===== src/rtl/sha256_pkg.sv =====
// Shared constants, types and the rotate function for the SHA-256 byte hasher.
package sha256_pkg;

    localparam int WORD_W = 32;
    localparam int NUM_ROUNDS = 64;

    localparam logic [7:0] PAD_BYTE = 8'h80;

    // Controller to datapath commands.
    typedef struct packed {
        logic load_byte;   // write input byte into the buffer and count it
        logic load_pad;    // write a padding byte at the fill position
        logic [1:0] pad_kind;  // selects 0x80, zero or length byte
        logic start_comp;  // copy chain into working vars, clear round count
        logic do_round;    // run one compression round
        logic fold;        // add working vars into chain, clear fill
        logic clear_all;   // return to reset values after the digest
        logic shift_out;   // advance the digest output word
    } t_cmd;

    localparam logic [1:0] PAD_MARK = 2'd0;
    localparam logic [1:0] PAD_ZERO = 2'd1;
    localparam logic [1:0] PAD_LEN  = 2'd2;

    typedef struct packed {
        logic [6:0] fill;      // bytes held in the buffer
        logic       last_round;
    } t_status;

    typedef logic [WORD_W-1:0] t_word;

    localparam t_word INIT_H [8] = '{
        32'h6a09e667, 32'hbb67ae85, 32'h3c6ef372, 32'ha54ff53a,
        32'h510e527f, 32'h9b05688c, 32'h1f83d9ab, 32'h5be0cd19
    };

    localparam t_word ROUND_K [NUM_ROUNDS] = '{
        32'h428a2f98,32'h71374491,32'hb5c0fbcf,32'he9b5dba5,32'h3956c25b,32'h59f111f1,
        32'h923f82a4,32'hab1c5ed5,32'hd807aa98,32'h12835b01,32'h243185be,32'h550c7dc3,
        32'h72be5d74,32'h80deb1fe,32'h9bdc06a7,32'hc19bf174,32'he49b69c1,32'hefbe4786,
        32'h0fc19dc6,32'h240ca1cc,32'h2de92c6f,32'h4a7484aa,32'h5cb0a9dc,32'h76f988da,
        32'h983e5152,32'ha831c66d,32'hb00327c8,32'hbf597fc7,32'hc6e00bf3,32'hd5a79147,
        32'h06ca6351,32'h14292967,32'h27b70a85,32'h2e1b2138,32'h4d2c6dfc,32'h53380d13,
        32'h650a7354,32'h766a0abb,32'h81c2c92e,32'h92722c85,32'ha2bfe8a1,32'ha81a664b,
        32'hc24b8b70,32'hc76c51a3,32'hd192e819,32'hd6990624,32'hf40e3585,32'h106aa070,
        32'h19a4c116,32'h1e376c08,32'h2748774c,32'h34b0bcb5,32'h391c0cb3,32'h4ed8aa4a,
        32'h5b9cca4f,32'h682e6ff3,32'h748f82ee,32'h78a5636f,32'h84c87814,32'h8cc70208,
        32'h90befffa,32'ha4506ceb,32'hbef9a3f7,32'hc67178f2
    };

    function automatic t_word rotr(input t_word x, input int n);
        rotr = (x >> n) | (x << (WORD_W - n));
    endfunction

endpackage


===== src/rtl/sha256_datapath.sv =====
// Message words, bit counter, schedule window, round logic and chain words.
module sha256_datapath (
    input  logic                i_clk,
    input  logic                i_rst_n,
    input  sha256_pkg::t_cmd    i_cmd,
    input  logic [7:0]          i_byte,
    output sha256_pkg::t_status o_status,
    output sha256_pkg::t_word   o_digest
);
    import sha256_pkg::*;

    t_word      r_chain [8];
    t_word      r_v     [8];
    t_word      r_w     [16];
    logic [63:0] r_bits;
    logic [6:0]  r_fill;
    logic [5:0]  r_round;

    logic [7:0] wr_byte;
    logic [2:0] len_idx;
    logic [3:0] wr_word;
    logic [4:0] wr_lsb;
    t_word      w_cur, w_new, s0, s1, ch, mj, t1, t2;
    t_word      w2, w15;

    assign len_idx = r_fill[2:0];
    // byte p of the block lands big-endian in word p/4
    assign wr_word = r_fill[5:2];
    assign wr_lsb  = {~r_fill[1:0], 3'b000};

    always_comb begin
        case (i_cmd.pad_kind)
            PAD_MARK: wr_byte = PAD_BYTE;
            PAD_LEN:  wr_byte = r_bits[{~len_idx, 3'b000} +: 8];
            default:  wr_byte = 8'h00;
        endcase
    end

    // Schedule window: filled from the byte stream, then r_w[0] is word t,
    // shifted each round.
    assign w2  = r_w[14];
    assign w15 = r_w[1];
    assign w_new = (rotr(w2,17) ^ rotr(w2,19) ^ (w2 >> 10)) + r_w[9]
                 + (rotr(w15,7) ^ rotr(w15,18) ^ (w15 >> 3)) + r_w[0];
    assign w_cur = r_w[0];

    assign s1 = rotr(r_v[4],6) ^ rotr(r_v[4],11) ^ rotr(r_v[4],25);
    assign ch = (r_v[4] & r_v[5]) ^ (~r_v[4] & r_v[6]);
    assign t1 = r_v[7] + s1 + ch + ROUND_K[r_round] + w_cur;
    assign s0 = rotr(r_v[0],2) ^ rotr(r_v[0],13) ^ rotr(r_v[0],22);
    assign mj = (r_v[0] & r_v[1]) ^ (r_v[0] & r_v[2]) ^ (r_v[1] & r_v[2]);
    assign t2 = s0 + mj;

    always_ff @(posedge i_clk) begin
        if (i_cmd.load_byte) begin
            r_w[wr_word][wr_lsb +: 8] <= i_byte;
        end else if (i_cmd.load_pad) begin
            r_w[wr_word][wr_lsb +: 8] <= wr_byte;
        end else if (i_cmd.do_round) begin
            for (int i = 0; i < 15; i++) r_w[i] <= r_w[i+1];
            r_w[15] <= w_new;
        end
        if (i_cmd.start_comp) begin
            for (int i = 0; i < 8; i++) r_v[i] <= r_chain[i];
        end else if (i_cmd.do_round) begin
            r_v[7] <= r_v[6]; r_v[6] <= r_v[5]; r_v[5] <= r_v[4];
            r_v[4] <= r_v[3] + t1;
            r_v[3] <= r_v[2]; r_v[2] <= r_v[1]; r_v[1] <= r_v[0];
            r_v[0] <= t1 + t2;
        end
    end

    always_ff @(posedge i_clk) begin
        if (!i_rst_n || i_cmd.clear_all) begin
            for (int i = 0; i < 8; i++) r_chain[i] <= INIT_H[i];
            r_bits  <= '0;
            r_fill  <= '0;
            r_round <= '0;
        end else begin
            if (i_cmd.load_byte) begin
                r_bits <= r_bits + 64'd8;
                r_fill <= r_fill + 7'd1;
            end else if (i_cmd.load_pad) begin
                r_fill <= r_fill + 7'd1;
            end
            if (i_cmd.start_comp) r_round <= '0;
            else if (i_cmd.do_round) r_round <= r_round + 6'd1;
            if (i_cmd.fold) begin
                for (int i = 0; i < 8; i++) r_chain[i] <= r_chain[i] + r_v[i];
                r_fill <= '0;
            end
            if (i_cmd.shift_out) begin
                for (int i = 0; i < 7; i++) r_chain[i] <= r_chain[i+1];
                r_chain[7] <= r_chain[0];
            end
        end
    end

    assign o_status.fill       = r_fill;
    assign o_status.last_round = (r_round == 6'(NUM_ROUNDS - 1));
    assign o_digest            = r_chain[0];

endmodule


===== src/rtl/sha256_ctrl.sv =====
// Controller: byte intake, padding, compression rounds and digest output.
module sha256_ctrl (
    input  logic                i_clk,
    input  logic                i_rst_n,
    input  logic                i_in_valid,
    output logic                o_in_ready,
    input  logic                i_has_byte,
    input  logic                i_eom,
    output logic                o_out_valid,
    input  logic                i_out_ready,
    output logic [2:0]          o_word_num,
    input  sha256_pkg::t_status i_status,
    output sha256_pkg::t_cmd    o_cmd
);
    import sha256_pkg::*;

    localparam logic [2:0] ST_IDLE  = 3'd0;
    localparam logic [2:0] ST_CHECK = 3'd1;
    localparam logic [2:0] ST_ROUND = 3'd2;
    localparam logic [2:0] ST_PAD   = 3'd3;
    localparam logic [2:0] ST_OUT   = 3'd4;
    localparam logic [2:0] ST_FOLD  = 3'd5;

    logic [2:0] r_state, n_state;
    logic       r_closing, n_closing;
    logic       r_padding, n_padding;
    logic       r_len_ok, n_len_ok;
    logic       r_len_done, n_len_done;
    logic [2:0] r_word, n_word;
    logic       accept;

    assign accept = i_in_valid && o_in_ready;

    always_comb begin
        n_state    = r_state;
        n_closing  = r_closing;
        n_padding  = r_padding;
        n_len_ok   = r_len_ok;
        n_len_done = r_len_done;
        n_word     = r_word;
        o_cmd      = '0;
        o_in_ready = 1'b0;
        unique case (r_state)
            ST_IDLE: begin
                o_in_ready = 1'b1;
                if (accept) begin
                    o_cmd.load_byte = i_has_byte;
                    n_closing  = i_eom;
                    n_padding  = 1'b0;
                    n_len_ok   = 1'b0;
                    n_len_done = 1'b0;
                    if (i_has_byte || i_eom) n_state = ST_CHECK;
                end
            end
            ST_CHECK: begin
                // full buffer compresses; else closing writes the mark, else wait
                if (i_status.fill[6]) begin
                    o_cmd.start_comp = 1'b1;
                    n_state = ST_ROUND;
                end else if (r_closing) begin
                    o_cmd.load_pad = 1'b1;
                    o_cmd.pad_kind = PAD_MARK;
                    n_padding = 1'b1;
                    // length fits in this block only if the mark lands before byte 56
                    n_len_ok  = (i_status.fill < 7'd56);
                    n_state   = ST_PAD;
                end else begin
                    n_state = ST_IDLE;
                end
            end
            ST_PAD: begin
                if (i_status.fill[6]) begin
                    o_cmd.start_comp = 1'b1;
                    n_len_done = r_len_ok;
                    n_len_ok   = 1'b1;
                    n_state    = ST_ROUND;
                end else begin
                    o_cmd.load_pad = 1'b1;
                    if (r_len_ok && i_status.fill[5:3] == 3'd7) begin
                        o_cmd.pad_kind = PAD_LEN;
                    end else begin
                        o_cmd.pad_kind = PAD_ZERO;
                    end
                end
            end
            ST_ROUND: begin
                o_cmd.do_round = 1'b1;
                if (i_status.last_round) n_state = ST_FOLD;
            end
            ST_FOLD: begin
                // fold strobe is raised in this cycle by the fold stage
                if (r_len_done)     n_state = ST_OUT;
                else if (r_padding) n_state = ST_PAD;
                else                n_state = ST_CHECK;
            end
            ST_OUT: begin
                if (i_out_ready) begin
                    o_cmd.shift_out = 1'b1;
                    n_word = r_word + 3'd1;
                    if (r_word == 3'd7) begin
                        o_cmd.shift_out = 1'b0;
                        o_cmd.clear_all = 1'b1;
                        n_state = ST_IDLE;
                    end
                end
            end
            default: n_state = ST_IDLE;
        endcase
    end

    always_ff @(posedge i_clk) begin
        if (!i_rst_n) begin
            r_state    <= ST_IDLE;
            r_closing  <= 1'b0;
            r_padding  <= 1'b0;
            r_len_ok   <= 1'b0;
            r_len_done <= 1'b0;
            r_word     <= '0;
        end else begin
            r_state    <= n_state;
            r_closing  <= n_closing;
            r_padding  <= n_padding;
            r_len_ok   <= n_len_ok;
            r_len_done <= n_len_done;
            r_word     <= n_word;
        end
    end

    assign o_out_valid = (r_state == ST_OUT);
    assign o_word_num  = r_word;

endmodule


===== src/rtl/sha256_fold.sv =====
// Holds the fold strobe aligned to the cycle after the last round.
module sha256_fold (
    input  logic             i_clk,
    input  logic             i_rst_n,
    input  sha256_pkg::t_cmd i_cmd,
    input  logic             i_last_round,
    output sha256_pkg::t_cmd o_cmd
);
    import sha256_pkg::*;

    logic r_fold;

    always_ff @(posedge i_clk) begin
        if (!i_rst_n) r_fold <= 1'b0;
        else          r_fold <= i_cmd.do_round && i_last_round;
    end

    always_comb begin
        o_cmd      = i_cmd;
        o_cmd.fold = r_fold;
    end

endmodule


===== src/rtl/sha256_byte_stream_hasher.sv =====
// Top level of the SHA-256 byte-stream hasher.
// SHA-256 over a byte stream: one message byte per input item (tuser bit 0
// = has_byte, tlast = end_of_message). After a byte that does not fill the
// block, the input is ready again once the fill has been checked. The byte
// that completes a 64-byte block holds the input while the fill is checked
// and the compression started, the rounds run on one shared round unit,
// the working words are folded into the chain words and the fill is checked
// again. Closing a message writes the padding one byte per cycle and runs
// one or two compressions, then the digest leaves as eight items, H0 first,
// with tuser = word number and tlast on the eighth; each word waits for
// tready. No input is taken until the eighth word is gone; the block then
// starts afresh.
module sha256_byte_stream_hasher (
    input  logic        i_clk,
    input  logic        i_rst_n,
    input  logic        s_axis_tvalid,
    output logic        s_axis_tready,
    input  logic [7:0]  s_axis_tdata,   // [7:0] data_byte
    input  logic        s_axis_tuser,   // [0] has_byte
    input  logic        s_axis_tlast,   // end_of_message
    output logic        m_axis_tvalid,
    input  logic        m_axis_tready,
    output logic [31:0] m_axis_tdata,   // [31:0] digest_word
    output logic [2:0]  m_axis_tuser,   // [2:0] word_number
    output logic        m_axis_tlast    // final_word
);
    import sha256_pkg::*;

    t_cmd    ctrl_cmd, dp_cmd;
    t_status status;

    sha256_ctrl u_ctrl (
        .i_clk, .i_rst_n,
        .i_in_valid  (s_axis_tvalid),
        .o_in_ready  (s_axis_tready),
        .i_has_byte  (s_axis_tuser),
        .i_eom       (s_axis_tlast),
        .o_out_valid (m_axis_tvalid),
        .i_out_ready (m_axis_tready),
        .o_word_num  (m_axis_tuser),
        .i_status    (status),
        .o_cmd       (ctrl_cmd)
    );

    sha256_fold u_fold (
        .i_clk, .i_rst_n,
        .i_cmd        (ctrl_cmd),
        .i_last_round (status.last_round),
        .o_cmd        (dp_cmd)
    );

    sha256_datapath u_dp (
        .i_clk, .i_rst_n,
        .i_cmd    (dp_cmd),
        .i_byte   (s_axis_tdata),
        .o_status (status),
        .o_digest (m_axis_tdata)
    );

    assign m_axis_tlast = (m_axis_tuser == 3'd7);

    // No input is taken while the digest is being delivered.
    a_no_overlap: assert property (@(posedge i_clk) disable iff (!i_rst_n)
        !(m_axis_tvalid && s_axis_tready)) else $error("input during output");
    // Buffer never holds more than one block.
    a_fill: assert property (@(posedge i_clk) disable iff (!i_rst_n)
        status.fill <= 7'd64) else $error("fill overflow");
    // Words leave in order.
    a_order: assert property (@(posedge i_clk) disable iff (!i_rst_n)
        m_axis_tvalid && m_axis_tready && !m_axis_tlast |=>
        m_axis_tuser == $past(m_axis_tuser) + 3'd1) else $error("word order");

endmodule

===== config.mk =====
export PLATFORM = sky130hd
export DESIGN_NAME = sha256_byte_stream_hasher
export DESIGN_NICKNAME = d
export VERILOG_FILES = /design/src/rtl/sha256_pkg.sv /design/src/rtl/sha256_datapath.sv /design/src/rtl/sha256_ctrl.sv /design/src/rtl/sha256_fold.sv /design/src/rtl/sha256_byte_stream_hasher.sv
export SDC_FILE = /design/constraint.sdc
export NUM_CORES = 2
export LEC_CHECK = 0
export BUFFER_PORTS_ARGS = -buffer_cell sky130_fd_sc_hd__buf_4
export CORE_ASPECT_RATIO = 0.6
export CORE_MARGIN = 3
export CORE_UTILIZATION = 35
export DETAILED_ROUTE_END_ITERATION = 8
export HOLD_SLACK_MARGIN = 0.15
export MAX_ROUTING_LAYER = met4
export PLACE_DENSITY = 0.51
export SLEW_MARGIN = 20
export SYNTH_ARGS = -nofsm -noshare
export SYNTH_HDL_FRONTEND = slang
export SYNTH_HIERARCHICAL = 1
export SYNTH_SLANG_ARGS = --single-unit

===== constraint.sdc =====
create_clock -name i_clk -period 10.3 [get_ports i_clk]
set_input_delay 3.09 -clock i_clk [delete_from_list [all_inputs] [get_ports i_clk]]
set_output_delay 3.09 -clock i_clk [all_outputs]
set_load 0.03 [all_outputs]

# After elaboration in Yosys (flattened, before gate mapping)

Memory sizes are Yosys's and may differ from the RTL's.
Cells that the tools add are included.

Register bits: 88
RAM bits: 1,024
Memory bits (read-only): 2,048
Input port bits: 14
Word-level logic and storage cells: 286
Memories kept: 4

Memories:

| memory          | depth | bits a word | read ports | clocked after Yosys merged registers in | write ports | RTL line              | text |
|---|---|---|---|---|---|---|---|
| (no name shown) | 64    | 32          | 1          | 0                                       | 0           | sha256_datapath.sv:49 | `assign t1 = r_v[7] + s1 + ch + ROUND_K[r_round] + w_cur;` |
| u_dp.r_w        | 16    | 32          | 16         | 0                                       | 16          | sha256_datapath.sv:14 | `t_word r_w [16];` |
| u_dp.r_chain    | 8     | 32          | 8          | 0                                       | 8           | sha256_datapath.sv:12 | `t_word r_chain [8];` |
| u_dp.r_v        | 8     | 32          | 8          | 0                                       | 8           | sha256_datapath.sv:13 | `t_word r_v [8];` |

Add/sub/neg operators: 23
Order comparisons: 2
Equality and inequality tests: 17
Shift-type cells: 4
Mux-type cells: 119
Bitwise logic cells: 86
Reductions and logical operators: 21

Operators by type and width:

| kind                     | number |
|---|---|
| $mux W32                 | 30 |
| $add A32 B32 Y32         | 18 |
| $xor A32 B32 Y32         | 9 |
| $and A32 B32 Y32         | 5 |
| $add A64 B4 Y64 const B  | 1 |
| $shiftx A64 B7 Y8        | 1 |
| $shiftx A8 B7 Y32        | 2 |
| $mux W1                  | 63 |
| $or A1 B1 Y1             | 56 |
| $not A32 Y32             | 1 |
| $or A10 B32 Y32          | 1 |
| $or A13 B32 Y32          | 1 |
| $or A14 B32 Y32          | 1 |
| $or A15 B32 Y32          | 1 |
| $or A19 B32 Y32          | 1 |
| $or A21 B32 Y32          | 1 |
| $or A25 B32 Y32          | 1 |
| $or A26 B32 Y32          | 1 |
| $or A30 B32 Y32          | 1 |
| $or A7 B32 Y32           | 1 |
| $reduce_or A32 Y1        | 1 |
| $shift A8 B7 Y32 const A | 1 |
| $xor A32 B22 Y32         | 1 |
| $xor A32 B29 Y32         | 1 |
| other kinds (38)         | 72 |

# Logic depth before layout (Yosys ltp)

Depth after elaboration: 10
Depth in mapped cells: 41

# Cells and area by module

Netlist, hierarchy kept.

By module, submodules not included:

| module                    | times used | cells each | area an instance (um2) | seq. area each (um2) |
|---|---|---|---|---|
| sha256_datapath           | 1          | 6,749      | 72,702.2               | 32,230.9 |
| sha256_ctrl               | 1          | 85         | 705.7                  | 200.2 |
| sha256_fold               | 1          | 11         | 93.8                   | 20.0 |
| sha256_byte_stream_hasher | 1          | 1          | 6.3                    | 0.0 |

# Worst setup path after synthesis

OpenSTA, ideal clock, no wires.

Path kind: flip-flop to flip-flop
Start point: register u_dp.r_round[1]
End point: memory u_dp/r_v[2][31] in the netlist's numbering (data pin)
Arrival: 9,216 ps
Required time: 10,032 ps
Setup slack: 816 ps
Cell stages (with the launch flop): 40
Path buffers: 2
Cells stage by stage: dfxtp_1 clkbuf_1 clkinv_1 ha_1 clkbuf_1 and2_1 nor2_1 nand2_1 o21ai_0 nand2_1 mux4_2 fa_1 inv_1 fa_1 fa_1 inv_1 ha_1 fa_1 [... 4 more ...] a21oi_1 o21bai_1 a21oi_1 o21bai_1 a21o_1 a21oi_1 xnor2_1 ha_1 a21o_1 a21oi_1 o21ai_0 o41ai_1 o21ai_0 a311o_1 a21oi_1 xnor2_1 xnor2_1 o21ai_0

RTL lines:

| item                   | RTL line              | text |
|---|---|---|
| start, declared        | sha256_datapath.sv:17 | `logic [5:0] r_round;` |
| start signal, assigned | sha256_datapath.sv:87 | `else if (i_cmd.do_round) r_round <= r_round + 6'd1;` |
| end, declared          | sha256_datapath.sv:13 |  |

==> metrics <==
outcome=finished clean; Static Leak=33.0 nW; CP endpoint kind=register; Core Area=207000 sq um; CTS hold repair buffers=0; Reg area=between 30000 and 40000 sq um; Max FO, Critical Path=21; die height=between 300 and 400 um; syn avg cell area=roughly 11 sq um; Switch Pwr=7.09 mW; Clock power frac=between 20% and 30%; RSZ-0062 raised after global routing=false; Max stage delay on crit path=between 0.5 and 0.6 ns; Syn Inst Count=6844; max cap viols=0; IO buf count=51; first-pass GRT wire length=between 300000 and 400000 um; drt wl/cell=about 29 um; buffer depth of the longest clock path=3; actual slew at the worst max-slew pin=1.13 ns; Fin Setup TNS=0 ns; crit path launch type=register; synthesized area=73500 sq um; DRC viols=0; worst skew pair latency=between 0.7 and 0.8 ns; Pint=11.0 mW; Final Hold Slack=0.479 ns; Starting Density=35.4%; total grt overflow=0; routed vias/inst=5.85; fin nets=between 7000 and 8000; share of total power in combinational logic=44.9%; Power Density=222 nW/um^2; I/O pin count=52; Area growth syn-to-layout=10.9%; share of cells above drive strength 1=between 10 and 15%; Pre-antenna DRT Iters=8; Num CTS Buffers=118; Synth Net Count=7451; Power Total=~18 mW; initial drt markers=7427; final worst slack=around 0.40 ns; Clock Pin Slew Worst Setup and Hold Paths=0.07 ns; sequential power share=30.5%; Final setup viols=0; vias post-DR=around 57000; fin crit share=between 90% and 100%; worst slack, placed=0.440 ns; Num Clock Sinks=1109; Post-DRT Antenna Nets=0; post-DP HPWL=209000 um; worst slew margin relative to its limit=24.5%; WP data required=~11 ns; Placed Instances=9458; fin crit period=between 9 and 10 ns; Slew Limit Fails=0; vias in the first global route=just over 50000; initial antenna violation count=9; area occupied by multi-input gates=38600 sq um; Hold Fails Final Rpt=0; final instance area=81500 sq um; fin util=between 30% and 40%; type of the worst min-delay path=register to register; GP Congestion=0.989; die width=598 um; Fillers=20100; kind of critical path=register to register; CP max-delay cell=fa_1; Net Sw Frac=39.2%; row count=129; largest net degree at the start of global routing=213; Yosys warnings=6; fin cells=9688; die area=216000 sq um; CTS tree=yes; post-route clock skew=~0.077 ns; GRT Resource Usage Total=about a quarter; Crit path top cell by count=fa_1; maximum VDD drop=0.243 mV; H-tree levels=3; Root Driver=clkbuf_16; placed cell area=77500 sq um; Arr. time, crit path=~11 ns; WL final=around 280000 um; Max Freq=101 MHz
power groups by stage:
stage / Sequential [mW] / Combinational [mW] / Clock (mW)
finish: 5.53 / 8.12 / 4.45
global route: 5.54 / 8.83 / 4.72
CTS: 5.52 / 7.91 / 4.55
detailed placement: 5.61 / 7.81 / 0
global placement: 5.61 / 7.82 / 0
floorplan: 5.48 / 5.54 / 0
layer usage:
metal / vias to the layer above / track usage [%] / share of wire (%)
li1: 25100 / - / -
met4: 0 / 3.64 / 1.3
met5: - / - / 0
met1: 28800 / 43.6 / 53
met2: 2633 / 28.3 / 34
met3: 213 / 7.30 / 12
sequential cells by signal, indices dropped and copies added (netlist names):
register,flops
u_ctrl/r_state,3
u_dp/r_fill,7
u_dp/r_v,256
u_dp/r_bits,61
u_dp/r_w,512
u_dp/r_chain,256
u_ctrl/r_len_ok,1
u_fold/r_fold,1
u_ctrl/o_word_num,3
u_ctrl/r_len_done,1
u_dp/r_round,6
u_ctrl/r_padding,1
u_ctrl/r_closing,1
cell usage in the layout (no fill, tap or decap), types with 60 or more instances in the layout:
master and count:
a21o_1 645, a21oi_1 479, buf_4 246, clkbuf_16 118
dfxtp_1 81, edfxtp_1 1024, fa_1 195, ha_1 398
inv_1 251, mux2_2 216, nand2_1 464, nand2b_1 60
nand3_1 102, nor2_1 428, nor3_1 84, o21a_1 60
o21ai_0 445, xnor2_1 406, xor2_1 221
final cells by class:
cell class	instances	share of cell area, %
multi-input combinational	5086	47.4
clock inverter	80	1.09
inverter	256	1.18
tap	2751	4.22
sequential	1109	39.8
timing repair buffer	256	2.51
clock buffer	144	3.74
antenna	6	0.0184
path summary, 6_finish.rpt:
kind	start	endpoint	slack, ns	cells after the start
setup / recovery	u_dp/r_round[1]	u_dp/r_v[0][30]	0.40	35
hold / removal	u_dp/r_w[2][27]	u_dp/r_w[1][27]	0.48	1
setup reg to reg	u_dp/r_round[1]	u_dp/r_v[0][30]	0.40	35
hold reg to reg	u_dp/r_w[2][27]	u_dp/r_w[1][27]	0.48	1
what timing repair did:
item                                   CTS  global route
resized for setup                        0             5
setup buffers                            0             0
setup endpoints to repair                0             7
endpoints found under the hold margin    0             0
worst max-delay path, delay by kind of cell (launching register included):
kind	cells	cell delay, ns
AO/OA/AOI/OAI	13	2.98
AND/OR/NAND/NOR	6	1.11
flip-flops	1	0.33
buffers and inverters	6	0.99
XOR/XNOR	1	0.33
multiplexers	1	0.58
adder cells (fa/ha/maj)	8	3.42
Power figures use the tool's default switching activity.
